`config.mk`:
```
export PLATFORM = sky130hd
export DESIGN_NAME = aae_ram
export DESIGN_NICKNAME = d
export VERILOG_FILES = /design/src/rtl/aae_ram.sv
export SDC_FILE = /design/constraint.sdc
export NUM_CORES = 2
export LEC_CHECK = 0
export BUFFER_PORTS_ARGS = -buffer_cell sky130_fd_sc_hd__buf_4
export CAP_MARGIN = 20
export CORE_AREA = 4 4 408 612
export DETAILED_ROUTE_END_ITERATION = 10
export DIE_AREA = 0 0 412 616
export GPL_ROUTABILITY_DRIVEN = 0
export PLACE_DENSITY = 0.72
export SETUP_SLACK_MARGIN = 0.4
export SLEW_MARGIN = 5
export SYNTH_ARGS = -nofsm -noshare
export SYNTH_HDL_FRONTEND = slang
export SYNTH_SLANG_ARGS = --single-unit
```
`constraint.sdc`:
```
create_clock -name clk_i -period 8.95 [get_ports clk_i]
set_clock_uncertainty 0.15 [all_clocks]
set_input_delay 2.685 -clock clk_i [delete_from_list [all_inputs] [get_ports clk_i]]
set_output_delay 2.685 -clock clk_i [all_outputs]
set_load 0.005 [all_outputs]
```
`src/rtl/aae_ram.sv`:
```
// ----------------------------------------------------------------------------
// aae_ram
// Generic RAM: one write port, one read port, registered read data.
// ----------------------------------------------------------------------------
module aae_ram #(
  parameter int WIDTH = 14,
  parameter int DEPTH = 256
) (
  input  logic                     clk_i,
  input  logic                     we_i,
  input  logic [$clog2(DEPTH)-1:0] waddr_i,
  input  logic [WIDTH-1:0]         wdata_i,
  input  logic [$clog2(DEPTH)-1:0] raddr_i,
  output logic [WIDTH-1:0]         rdata_o
);

  logic [WIDTH-1:0] mem_q [DEPTH];
  logic [WIDTH-1:0] rdata_q;

  always_ff @(posedge clk_i) begin
    if (we_i) begin
      mem_q[waddr_i] <= wdata_i;
    end
    rdata_q <= mem_q[raddr_i];
  end

  assign rdata_o = rdata_q;

endmodule

```
Word-level counts from Yosys, hierarchy flattened
Memory sizes are Yosys's and may differ from the RTL's. A register that Yosys moved wholly into a read port is not among the register bits.
Cells that the tools add are included.
Word-level totals
  bits in latches: 0
  memory bits (read-only): 0
  bits in registers: 0
  memories: 1
  bits in writable memories: 3584
  output and inout bits: 14
  input port bits: 32
  logic and storage cells: 3
Cells by class
  bitwise operators: 0
  $mul: 0
  $lt $le $gt $ge: 0
  divide/modulo/power cells: 0
  equality and inequality tests: 0
  shift operators: 0
  $add $sub $neg: 0
  mux-type cells: 2
  reductions and logical operators: 0
Memories
  mem_q: words 256, bits a word 14, rd ports 1, clocked after Yosys merged registers in 1, write ports 1, RTL line 17  | logic [WIDTH-1:0] mem_q [DEPTH];
Operator list (number)
  2-to-1 mux 1 bit: 2

Depth between registers and ports, before layout
  depth in word-level cells: 2
  mapped depth: 13
  gate-level depth less buffers: 6

Worst setup path before layout
OpenSTA, ideal clock, no wires.
  path kind: input to register
  from: input raddr_i[0]
  to: register rdata_q[12] (netlist: rdata_o[12]) (read register of mem_q)
  library setup time: 128 ps
  arrival time: 4674 ps
  buffers on the path: 5
  required time: 8672 ps
  stages: 10
  slack: 3998 ps
  cells stage by stage: buf_6 -> buf_6 -> buf_6 -> buf_6 -> buf_2 -> mux4_2 -> a22oi_1 -> a21oi_1 -> nor4_1 -> nor3_2
RTL lines
  start: declaration: RTL line 13  | input logic [$clog2(DEPTH)-1:0] raddr_i,
  end: declaration: RTL line 18  | logic [WIDTH-1:0] rdata_q;

==> summary.md <==
| Metric | Value |
|---|---|
| Crit Path Class | `in -> reg` |
| Utilization after layout | `0.633` |
| Crit path capture | `rdata_o[1]` |
| Top-count cell post-synth | `edfxtp_1` |
| IO Port Bufs | `45` |
| Yosys reg bits | `3,598` |
| CTS root buffer | `clkbuf_16` |
| Outcome | `finished, final reports clean` |
| DRC | `0` |
| Max-cap violation count | `0` |
| Clock slew at reported path FFs | `about 0.070 ns` |
| R2R setup slack | `5.87 ns` |
| Yosys Warn Count | `0` |
| Final hold viol count | `0` |
| Initial Util | `0.567` |
| Clock sinks | `approximately 3.6k` |
| Syn_area_per_cell | `22.6 um2` |
| Count of cell types in the netlist | `58` |
| Core footprint | `245,000 um2` |
| Largest net degree at the start of global routing | `193` |
| Vias per cell | `between 6 and 7` |
| Crit start category | `input pin` |
| Vias | `67.2k` |
| DP Worst Slack | `2.15 ns` |
| Leak | `0.0485 uW` |
| Initial antenna violation count | `12` |
| Critical path arrival | `6.42 ns` |
| Maximum VDD drop | `0.000178 V` |
| TritonCTS clock tree | `yes` |
| RSZ-0062 raised after global routing | `no` |
| Power per Cell Area | `between 200 and 250 nW/um2` |
| Post-DP HPWL | `around 210,000 um` |
| Top cells by count, synth | `edfxtp_1, mux4_2, nor2_1` |
| Main synth FF type | `edfxtp_1` |
| Final setup violation count | `0` |
| Min-Delay Path Class | `reg -> reg` |
| Reg2reg end | `rdata_o[12]` |
| Die area | `254,000 um2` |
| Slew Viols, Final | `0` |
| Later-pin clock latency in the skew report | `0.88 ns` |
| H-tree Lvls | `5` |
| Syn nets | `6,174` |
| Final-stage net count | `6,542` |
| 1st-iter DRT viols | `~9.3k` |
| Top-area cell type share of the netlist area | `0.775` |
| CP max FO | `71` |
| Remaining antenna violation count | `0` |
| Post-CTS sizing | `0` |
| Layout Area Growth over Synthesis | `11.6%` |
| Async set or reset register ratio after synthesis | `0` |
| Total global routing overflow | `0` |
| Clock tree buffer depth | `4` |
| Setup TNS | `0 ns` |
| Crit share post-route | `0.654` |
| Mapped Cells | `6,142` |
| Row count | `roughly 220` |
| Sequential share of the synthesized area | `0.777` |
| I/O Pins | `46` |
| Synth top area cells | `edfxtp_1, mux4_2, mux2i_1` |
| Pre-antenna DRT Iters | `8` |
| Post-CTS setup buffers | `0` |
| Vias in the first global route | `68.1k` |
| R2R Path Start | `mem_q[139][12]` |
| Worst Setup End Kind | `register` |
| TritonCTS Buffers | `319` |
| Die X | `approximately 400 um` |
| Final WS setup | `3.09 ns` |
| Drt total wl | `roughly 350,000 um` |
| Synth Cell Area | `139,000 um2` |
| Fmax | `0.171 GHz` |
| Measured slew at the worst slew-check pin | `1.42 ns` |
| Die height | `roughly 620 um` |
| Crit path from | `raddr_i[0]` |
| # hold bufs at CTS | `0` |
| Layout cells sized above 1 | `0.275` |
| Worst Path Required | `9.52 ns` |
| R2r worst-path depth | `7` |
| Crit path time final | `slightly below 6 ns` |
| GR Util All Layers | `0.280` |
| First-pass GRT wire length | `506,000 um` |
| Leading area contributor after synthesis | `edfxtp_1` |
| DR WL/cell | `35.0 um` |
| HP Start | `mem_q[16][13]` |
| Rel. slew slack | `0.0561` |
| Post-synth EDFFs | `3,584` |
==> critical path, cell delays in order <==
cell and delay, ns:
buf_16 0.48, buf_4 0.58, buf_4 0.38, mux4_2 0.57, mux2_2 0.29, o21ai_0 0.17
a21oi_1 0.10, nor4_1 0.90, nor4_2 0.14
==> worst min path at each step <==
stage                   to  slack [ns]  cells after the start
3_5_place_dp   rdata_o[13]        0.96                      6
2_1_floorplan  rdata_o[13]        0.62                      6
6_report       rdata_o[13]        0.99                      6
3_3_place_gp   rdata_o[10]        0.97                      4
4_1_cts         rdata_o[3]        0.99                      6
5_1_grt        rdata_o[10]        1.03                      4
==> placed cells by master (no fill, tap or decap), drive strengths merged, types with 28 or more instances in the layout <==
master and instances:
a22oi 92, nor2 301, o221ai 60, nor2b 36, o22ai 33, a21oi 74, nand2 61, mux4 867
a22o 28, bufinv 37, a211oi 68, nand3 34, buf 415, clkinv 110, o21ai 29, clkbuf 392
mux2i 290, edfxtp 3584, nor4 28
==> metrics by stage <==
step	instances	hold slack, ns	power [uW]	instance area (um2)
final	10000	0.988	34200	155000
after global routing	10000	1.03	35200	155000
after CTS	10000	0.993	34300	155000
after detailed placement	9447	0.958	20700	144000
after global placement	9431	0.965	20700	144000
after floorplan	6142	0.620	19900	139000
==> logic make-up (layout without fill, tap and decap cells) <==
group	count (synthesis)	count (layout)	synth area share
flops	3598	3598	0.777
other cells	0	19	0
simple gates	531	531	0.0175
mux	1167	1167	0.163
buf+inv	371	989	0.0172
compound gates	475	475	0.0255
==> per-layer routing <==
layer,part of all wire,global-route usage
met1,0.35,0.368
met5,0.00011,0
met4,0.056,0.133
met2,0.50,0.454
met3,0.095,0.0553
==> power breakdown <==
group | internal, uW | total, uW | switching (uW)
Clock | 7880 | 13900 | 5980
Sequential | 18600 | 18600 | 42.4
Combinational | 600 | 1730 | 1130
Total | 27100 | 34200 | 7150
==> flip-flops by register name (all words and copies together) (netlist names) <==
signal	count
rdata_o	14
mem_q	3584
==> area by class of cell <==
cell class	instances	area [um2]
Inverter	2	10.0
Tap cell	3262	4080
Multi-Input combinational cell	2173	28800
Antenna cell	19	47.5
Clock inverter	180	1910
Sequential cell	3598	108000
Fill cell	15700	89800
Timing Repair Buffer	416	3570
Clock buffer	391	8540
(Power assumes the default switching activity.)
