$ cat config.mk
export PLATFORM = sky130hd
export DESIGN_NAME = aae_div
export DESIGN_NICKNAME = d
export VERILOG_FILES = /design/src/rtl/aae_pkg.sv /design/src/rtl/aae_div.sv
export SDC_FILE = /design/constraint.sdc
export NUM_CORES = 1
export LEC_CHECK = 0
export ABC_CLOCK_PERIOD_IN_PS = 4700
export BUFFER_PORTS_ARGS = -buffer_cell sky130_fd_sc_hd__buf_2
export CORE_ASPECT_RATIO = 1.1
export CORE_UTILIZATION = 46
export CTS_BUF_LIST = sky130_fd_sc_hd__clkbuf_8
export CTS_CLUSTER_DIAMETER = 60
export DETAILED_ROUTE_END_ITERATION = 7
export GPL_ROUTABILITY_DRIVEN = 1
export MAX_ROUTING_LAYER = met4
export PLACE_DENSITY = 0.81
export SYNTH_ARGS = -nofsm -noshare
export SYNTH_HDL_FRONTEND = slang
export SYNTH_SLANG_ARGS = --single-unit
export TNS_END_PERCENT = 5
$ cat constraint.sdc
create_clock -name clk_i -period 4.7 [get_ports clk_i]
set_clock_uncertainty 0.05 [all_clocks]
set_input_delay 0.94 -clock clk_i [delete_from_list [all_inputs] [get_ports clk_i]]
set_output_delay 0.94 -clock clk_i [all_outputs]
set_load 0.005 [all_outputs]
$ cat src/rtl/aae_pkg.sv
// ----------------------------------------------------------------------------
// aae_pkg
// Shared types and constants of the adaptive arithmetic encoder.
// ----------------------------------------------------------------------------
package aae_pkg;

  localparam int MAX_SYMBOLS_DEF  = 256;
  localparam int WORD_BITS_DEF    = 64;
  localparam int SYMBOL_COUNT_RST = 256;
  localparam int MIN_SYMBOLS      = 2;

  localparam int SYM_W    = 8;
  localparam int FREQ_W   = 14;
  localparam int BOUND_W  = 16;
  localparam int RANGE_W  = 17;
  localparam int PROD_W   = RANGE_W + FREQ_W;
  localparam int USED_W   = 7;
  localparam int CODE_W   = 64;
  localparam int GUARD_W  = 6;
  localparam int PADDR_W  = 3;
  localparam int PDATA_W  = 32;
  localparam int CNT_IN_W = 9;

  localparam logic [FREQ_W-1:0]  FREQ_LIMIT = 14'd16383;
  localparam logic [BOUND_W-1:0] TOP_VAL    = 16'hFFFF;
  localparam logic [BOUND_W-1:0] QTR1       = 16'h4000;
  localparam logic [BOUND_W-1:0] HALF_VAL   = 16'h8000;
  localparam logic [BOUND_W-1:0] QTR3       = 16'hC000;
  localparam logic [GUARD_W-1:0] GUARD_MAX  = 6'd40;
  localparam logic [USED_W-1:0]  USED_MAX   = 7'd64;

  typedef enum logic {
    REG_SYMBOL_COUNT = 1'b0,
    REG_ADAPTIVE     = 1'b1
  } reg_idx_e;

  typedef enum logic [4:0] {
    ST_CLEAR,
    ST_IDLE,
    ST_RD_TOT,
    ST_RD_HI,
    ST_RD_LO,
    ST_MUL_HI,
    ST_GO_HI,
    ST_WAIT_HI,
    ST_GO_LO,
    ST_WAIT_LO,
    ST_RENORM,
    ST_EMIT_FIRST,
    ST_EMIT_FOLLOW,
    ST_HALVE_START,
    ST_HALVE_RD,
    ST_HALVE_WR,
    ST_INC_START,
    ST_INC_WALK,
    ST_FLUSH,
    ST_FINISH
  } state_e;

endpackage

$ cat src/rtl/aae_div.sv
// ----------------------------------------------------------------------------
// aae_div
// Restoring divider, one quotient bit per cycle.
// ----------------------------------------------------------------------------
module aae_div (
  input  logic                      clk_i,
  input  logic                      rst_ni,
  input  logic                      start_i,
  input  logic [aae_pkg::PROD_W-1:0] dividend_i,
  input  logic [aae_pkg::FREQ_W-1:0] divisor_i,
  output logic                      done_o,
  output logic [aae_pkg::PROD_W-1:0] quotient_o
);
  import aae_pkg::*;

  localparam int CNT_W = $clog2(PROD_W);

  logic [PROD_W-1:0] quo_q, quo_d;
  logic [FREQ_W-1:0] rem_q, rem_d;
  logic [FREQ_W-1:0] div_q, div_d;
  logic [CNT_W-1:0]  cnt_q, cnt_d;
  logic              busy_q, busy_d;
  logic              done_q, done_d;
  logic [FREQ_W:0]   trial;

  always_comb begin
    quo_d  = quo_q;
    rem_d  = rem_q;
    div_d  = div_q;
    cnt_d  = cnt_q;
    busy_d = busy_q;
    done_d = 1'b0;
    trial  = {rem_q, quo_q[PROD_W-1]};
    if (start_i) begin
      quo_d  = dividend_i;
      rem_d  = '0;
      div_d  = divisor_i;
      cnt_d  = '0;
      busy_d = 1'b1;
    end else if (busy_q) begin
      // shift dividend bits out at the top, quotient bits in at the bottom
      if (trial >= {1'b0, div_q}) begin
        rem_d = FREQ_W'(trial - {1'b0, div_q});
        quo_d = {quo_q[PROD_W-2:0], 1'b1};
      end else begin
        rem_d = trial[FREQ_W-1:0];
        quo_d = {quo_q[PROD_W-2:0], 1'b0};
      end
      cnt_d = cnt_q + CNT_W'(1);
      if (cnt_q == CNT_W'(PROD_W - 1)) begin
        busy_d = 1'b0;
        done_d = 1'b1;
      end
    end
  end

  always_ff @(posedge clk_i or negedge rst_ni) begin
    if (!rst_ni) begin
      busy_q <= 1'b0;
      done_q <= 1'b0;
      cnt_q  <= '0;
    end else begin
      busy_q <= busy_d;
      done_q <= done_d;
      cnt_q  <= cnt_d;
    end
  end

  always_ff @(posedge clk_i) begin
    quo_q <= quo_d;
    rem_q <= rem_d;
    div_q <= div_d;
  end

  assign done_o     = done_q;
  assign quotient_o = quo_q;

endmodule

== Word-level counts from Yosys, hierarchy flattened ==
Index checks and enable logic that the tools add are counted.

* $add $sub $neg: 2
* Order comparisons: 1
* Equality and inequality tests: 1
* Multiplexer cells: 12
* Reduce and logical (&&, ||, !) cells: 1

{| class="wikitable"
|+ Operator list
! operator !! count
|-
| $mux 31 || 2
|-
| $ge 15x14->1 || 1
|-
| $mux 14 || 1
|-
| $sub 14x14->14 || 1
|-
| $mux 5 || 2
|-
| $mux 1 || 7
|-
| $add 5x1->5 const B || 1
|-
| $eq 5x5->1 const B || 1
|-
| $reduce_bool 2->1 || 1
|}

* Flip-flop bits (word level): 66
* Input bits: 48
* Output and inout port bits: 32
* Logic and storage cells: 23

== Depth between registers and ports, before layout ==
* Depth in word-level cells: 4
* Gate-level depth with buffers: 11
* Gate-level depth less buffers: 11

== Least setup slack after synthesis ==
Ideal clock, no wire load.

* Path type: register -> register
* From: reg div_q[6]
* To: reg quo_q[0] (netlist: quotient_o[0]), data pin
* Library setup time: 0.260 ns
* Data arrival time: 2.049 ns
* Data required time: 4.390 ns
* Slack: 2.341 ns
* Cell stages (with the launch flop): 11
* Buffers on the path: 2
* Clock period less this slack: 2.359 ns
* Cell sequence: edfxtp_1 -> inv_1 -> ha_1 -> a21oi_2 -> o21ai_2 -> a31oi_4 -> a21oi_2 -> or3_1 -> buf_6 -> buf_6 -> mux2_2

* Longest elaborated chain between the ends: 4

{| class="wikitable"
|+ Ends and longest elaborated chain
! what !! RTL line !! RTL
|-
| start: declaration || aae_div.sv:20 || <nowiki>logic [FREQ_W-1:0] div_q, div_d;</nowiki>
|-
| start signal: assignment || aae_div.sv:72 || <nowiki>div_q <= div_d;</nowiki>
|-
| $ge 15x14->1 || aae_div.sv:42 || <nowiki>if (trial >= {1'b0, div_q}) begin</nowiki>
|-
| $mux 1 || aae_div.sv:42 ||
|-
| $mux 31 || aae_div.sv:40 || <nowiki>end else if (busy_q) begin</nowiki>
|-
| $mux 31 || aae_div.sv:34 || <nowiki>if (start_i) begin</nowiki>
|-
| net quo_d[0] || aae_div.sv:18 || <nowiki>logic [PROD_W-1:0] quo_q, quo_d;</nowiki>
|-
| end signal: assignment || aae_div.sv:70 || <nowiki>quo_q <= quo_d;</nowiki>
|-
| end: declaration || aae_div.sv:18 ||
|}

The timed path passes the listed nets, and every way through them passes these cells. The select of a mux whose other input is x is not followed.
A chain may end at the register's enable or synchronous reset.

== Worst setup path in the final report ==
* From: reg div_q[6]
* To: reg rem_q[0]

* Longest elaborated chain between the ends: 2

{| class="wikitable"
|+ Ends and longest elaborated chain
! what !! RTL line !! RTL
|-
| $ge 15x14->1 || aae_div.sv:42 ||
|-
| $mux 14 || aae_div.sv:42 ||
|-
| end signal: assignment || aae_div.sv:71 || <nowiki>rem_q <= rem_d;</nowiki>
|-
| end: declaration || aae_div.sv:19 || <nowiki>logic [FREQ_W-1:0] rem_q, rem_d;</nowiki>
|}

Every way passes these cells.

==> reports/metrics.yaml <==
clock_network:
  cts_resized: 0
  postCtsSetupBuffers: 0
  cts_root_buf: "clkbuf_8"
  cts.sinks: 66
  cts_tree: "built"
  htreeDepth: 3
  clockBufferDepth: 2
  cts_hold_buf: 0
  path_clk_slew_ps: 70
  insertion_delay_ps: 340
  numCtsBuffers: 9
drt:
  routedWlPerCell_microns: 14.1
  vias_per_cell: 5.26
  drtAntennaViolNets: 0
  via_count: 2327
  route.detailed.drc: 2
  drt_iter0_drc: 96
  dr.pass1.iters: 6
  wirelength_mm: 6.24
floorplanning:
  die-area_sq_um: 7730
  die_x_microns: 83.9
  ios: 80
  die_y_microns: 92.1
  row_count: 32
  core-area_sq_um: 7090
  start_util: 0.479
worst_setup_path:
  cp-end-kind: "flip-flop"
  critPathKind: "flip-flop to flip-flop"
  crit_chain: "inv_1, ha_1, a21oi_2, o21ai_2, a31oi_4, a21oi_2, or3_1, nor4bb_1, or3_1"
  startpoint_type: "flip-flop"
  crit_path_max_incr_delay_ps: 700
  crit_arrival_ps: 2980
  path_delay_family: "simple AND/OR/NAND/NOR gates"
  cp_max_fo: 17
  cpMaxStageDelayCell: "or3_1"
  cp.required_ps: 4880
  crit_buf_inv: 1
yosys:
  synth_mux_area_frac: 0.138
  synth_cell_types: 44
  synth_top_flop_cell: "edfxtp_1"
  yosys_warnings: 0
  synthCells: 273
  async_flop_share: 0.106
  synth_compound_area_frac: 0.106
  synth_edf_count: 45
  synth_top_family_by_area: "multiplexers"
  synth_area_sq_um: 3400
  yosys-top-cells-count: "edfxtp_1 (45), mux2_2 (31), nor2_1 (21)"
  ys_ff_latch: 66
  synthAdderAreaFrac: 0.0685
  yosysSeqAreaShare: 0.532
  syn_avg_cell_area_sq_um: 12.4
  yosys.area_share.simple: 0.0766
  yosys.area.top_type: "edfxtp_1"
  synth_top_area_frac: 0.398
  synth_area_leaders: "edfxtp_1 (40%), mux2_2 (10%), dfxtp_1 (8.3%)"
  synthesis.nets: 339
  synth_xor_area_frac: 0.0413
  yosysMostFrequentCell: "edfxtp_1"
run_status:
  status: "finished, violations left"
  violations: "design-rule violations"
sta:
  setup_viol: 0
  tightest_slew_ps: 1190
  grt_setup_unrepaired: "no"
  slew-limit-headroom: 0.207
  tns_ps: 0
  min_period_ps: 2790
  hold_violations: 0
  finalMaxSlewViolations: 0
  max_freq_mhz: 358
  period_share: 0.594
global_route:
  grt_max_degree: 48
  antenna_found_initial: 0
  overflow: 0
  grt_first_pass_wirelength_mm: 10.5
  grt_pass1_vias: 2344
  grt_usage: 0.177
cells_and_area:
  n_antenna_cell: 0
  drive_gt1_frac: 0.367
  nets: 418
  areaGrowthSynthToFinish_pct: 17.9
  final_area_sq_um: 4000
place:
  dp_hpwl_mm: 4.36
  placed_cell_area_sq_um: 3840
  port-buffer-count: 79
  gp_congestion: 0.831
job:
  max_cap_violations: 0
power_and_ir_drop:
  vdd_ir_drop_max_v: 0.000238
  p_per_area_nw_per_um2: 429
  leakage_uw: 0.00174
hold_path:
  hold_path_class: "primary input to asynchronous set/reset pin"
## placed cells by master, fill, tap and decap left out, types with 3 or more instances in the layout
cell type / n
o21ai_0: 4
buf_2: 79
mux2i_1: 12
clkinvlp_4: 3
xnor2_1: 7
dfrtp_1: 7
a211oi_1: 14
a21oi_2: 3
inv_1: 18
ha_1: 17
nor2_1: 21
nand4_1: 5
edfxtp_1: 45
a21oi_1: 9
clkbuf_8: 9
mux2_2: 31
clkinv_1: 3
nand2_1: 9
dfxtp_1: 14
a21o_1: 7
xor2_1: 9
## final cells by class
| type | instances | area, sq um |
|---|---|---|
| fillers | 588 | 3080 |
| flip-flops and latches | 66 | 1810 |
| multi-input cells | 178 | 1460 |
| repair buffers | 80 | 403 |
| clock buffers | 9 | 124 |
| well taps | 85 | 106 |
| inverters | 17 | 63.8 |
| clock inverters | 7 | 37.5 |
## per-layer routing
layer	GRT usage	up-vias	wire, microns
li1	-	1164	-
met1	0.220	1083	2830
met2	0.283	69	3030
met3	0.0288	11	256
met4	0.0862	0	126
met5	-	-	0
## cell families after synthesis
| logic type | after synthesis |
|---|---|
| DFF | 66 |
| xor gates and xnor gates | 16 |
| AOI/OAI and AO/OA | 49 |
| adders and majority gates | 18 |
| and+or+nand+nor | 52 |
| muxes | 43 |
| buffers and inverters | 29 |
## final timing paths
path                            depth (start not counted)  slack [ps]       end     start
worst max-delay path                                    9        1910  rem_q[0]  div_q[6]
worst min-delay path                                    1         360  cnt_q[3]    rst_ni
worst max register to register                          9        1910  rem_q[0]  div_q[6]
worst min register to register                          2         460  rem_q[4]  rem_q[4]
max in group asynchronous                               1        4080  cnt_q[1]    rst_ni
min in group clk_i                                      2         460  rem_q[4]  rem_q[4]
## sequential cells by signal, indices dropped and copies added (netlist names)
name        cells
rem_q          14
cnt_q           5
quotient_o     31
done_o          1
busy_q          1
div_q          14
## per-stage QoR
stage / cells / worst slack, ps / utilization / total power (uW) / hold slack [ps]
floorplan: 273 / 2340 / - / 1210 / 420
global placement: 426 / 1880 / 0.542 / 1310 / 438
detailed placement: 426 / 1810 / 0.542 / 1330 / 449
CTS: 442 / 1890 / 0.565 / 1720 / 363
global route: 442 / 1770 / 0.565 / 1820 / 368
finish: 442 / 1910 / 0.565 / 1720 / 359
## where the power goes
part           switching [uW]  internal (uW)
Clock                     214            184
Sequential               54.1            711
Combinational             286            269
Power figures use the tool's default switching activity.
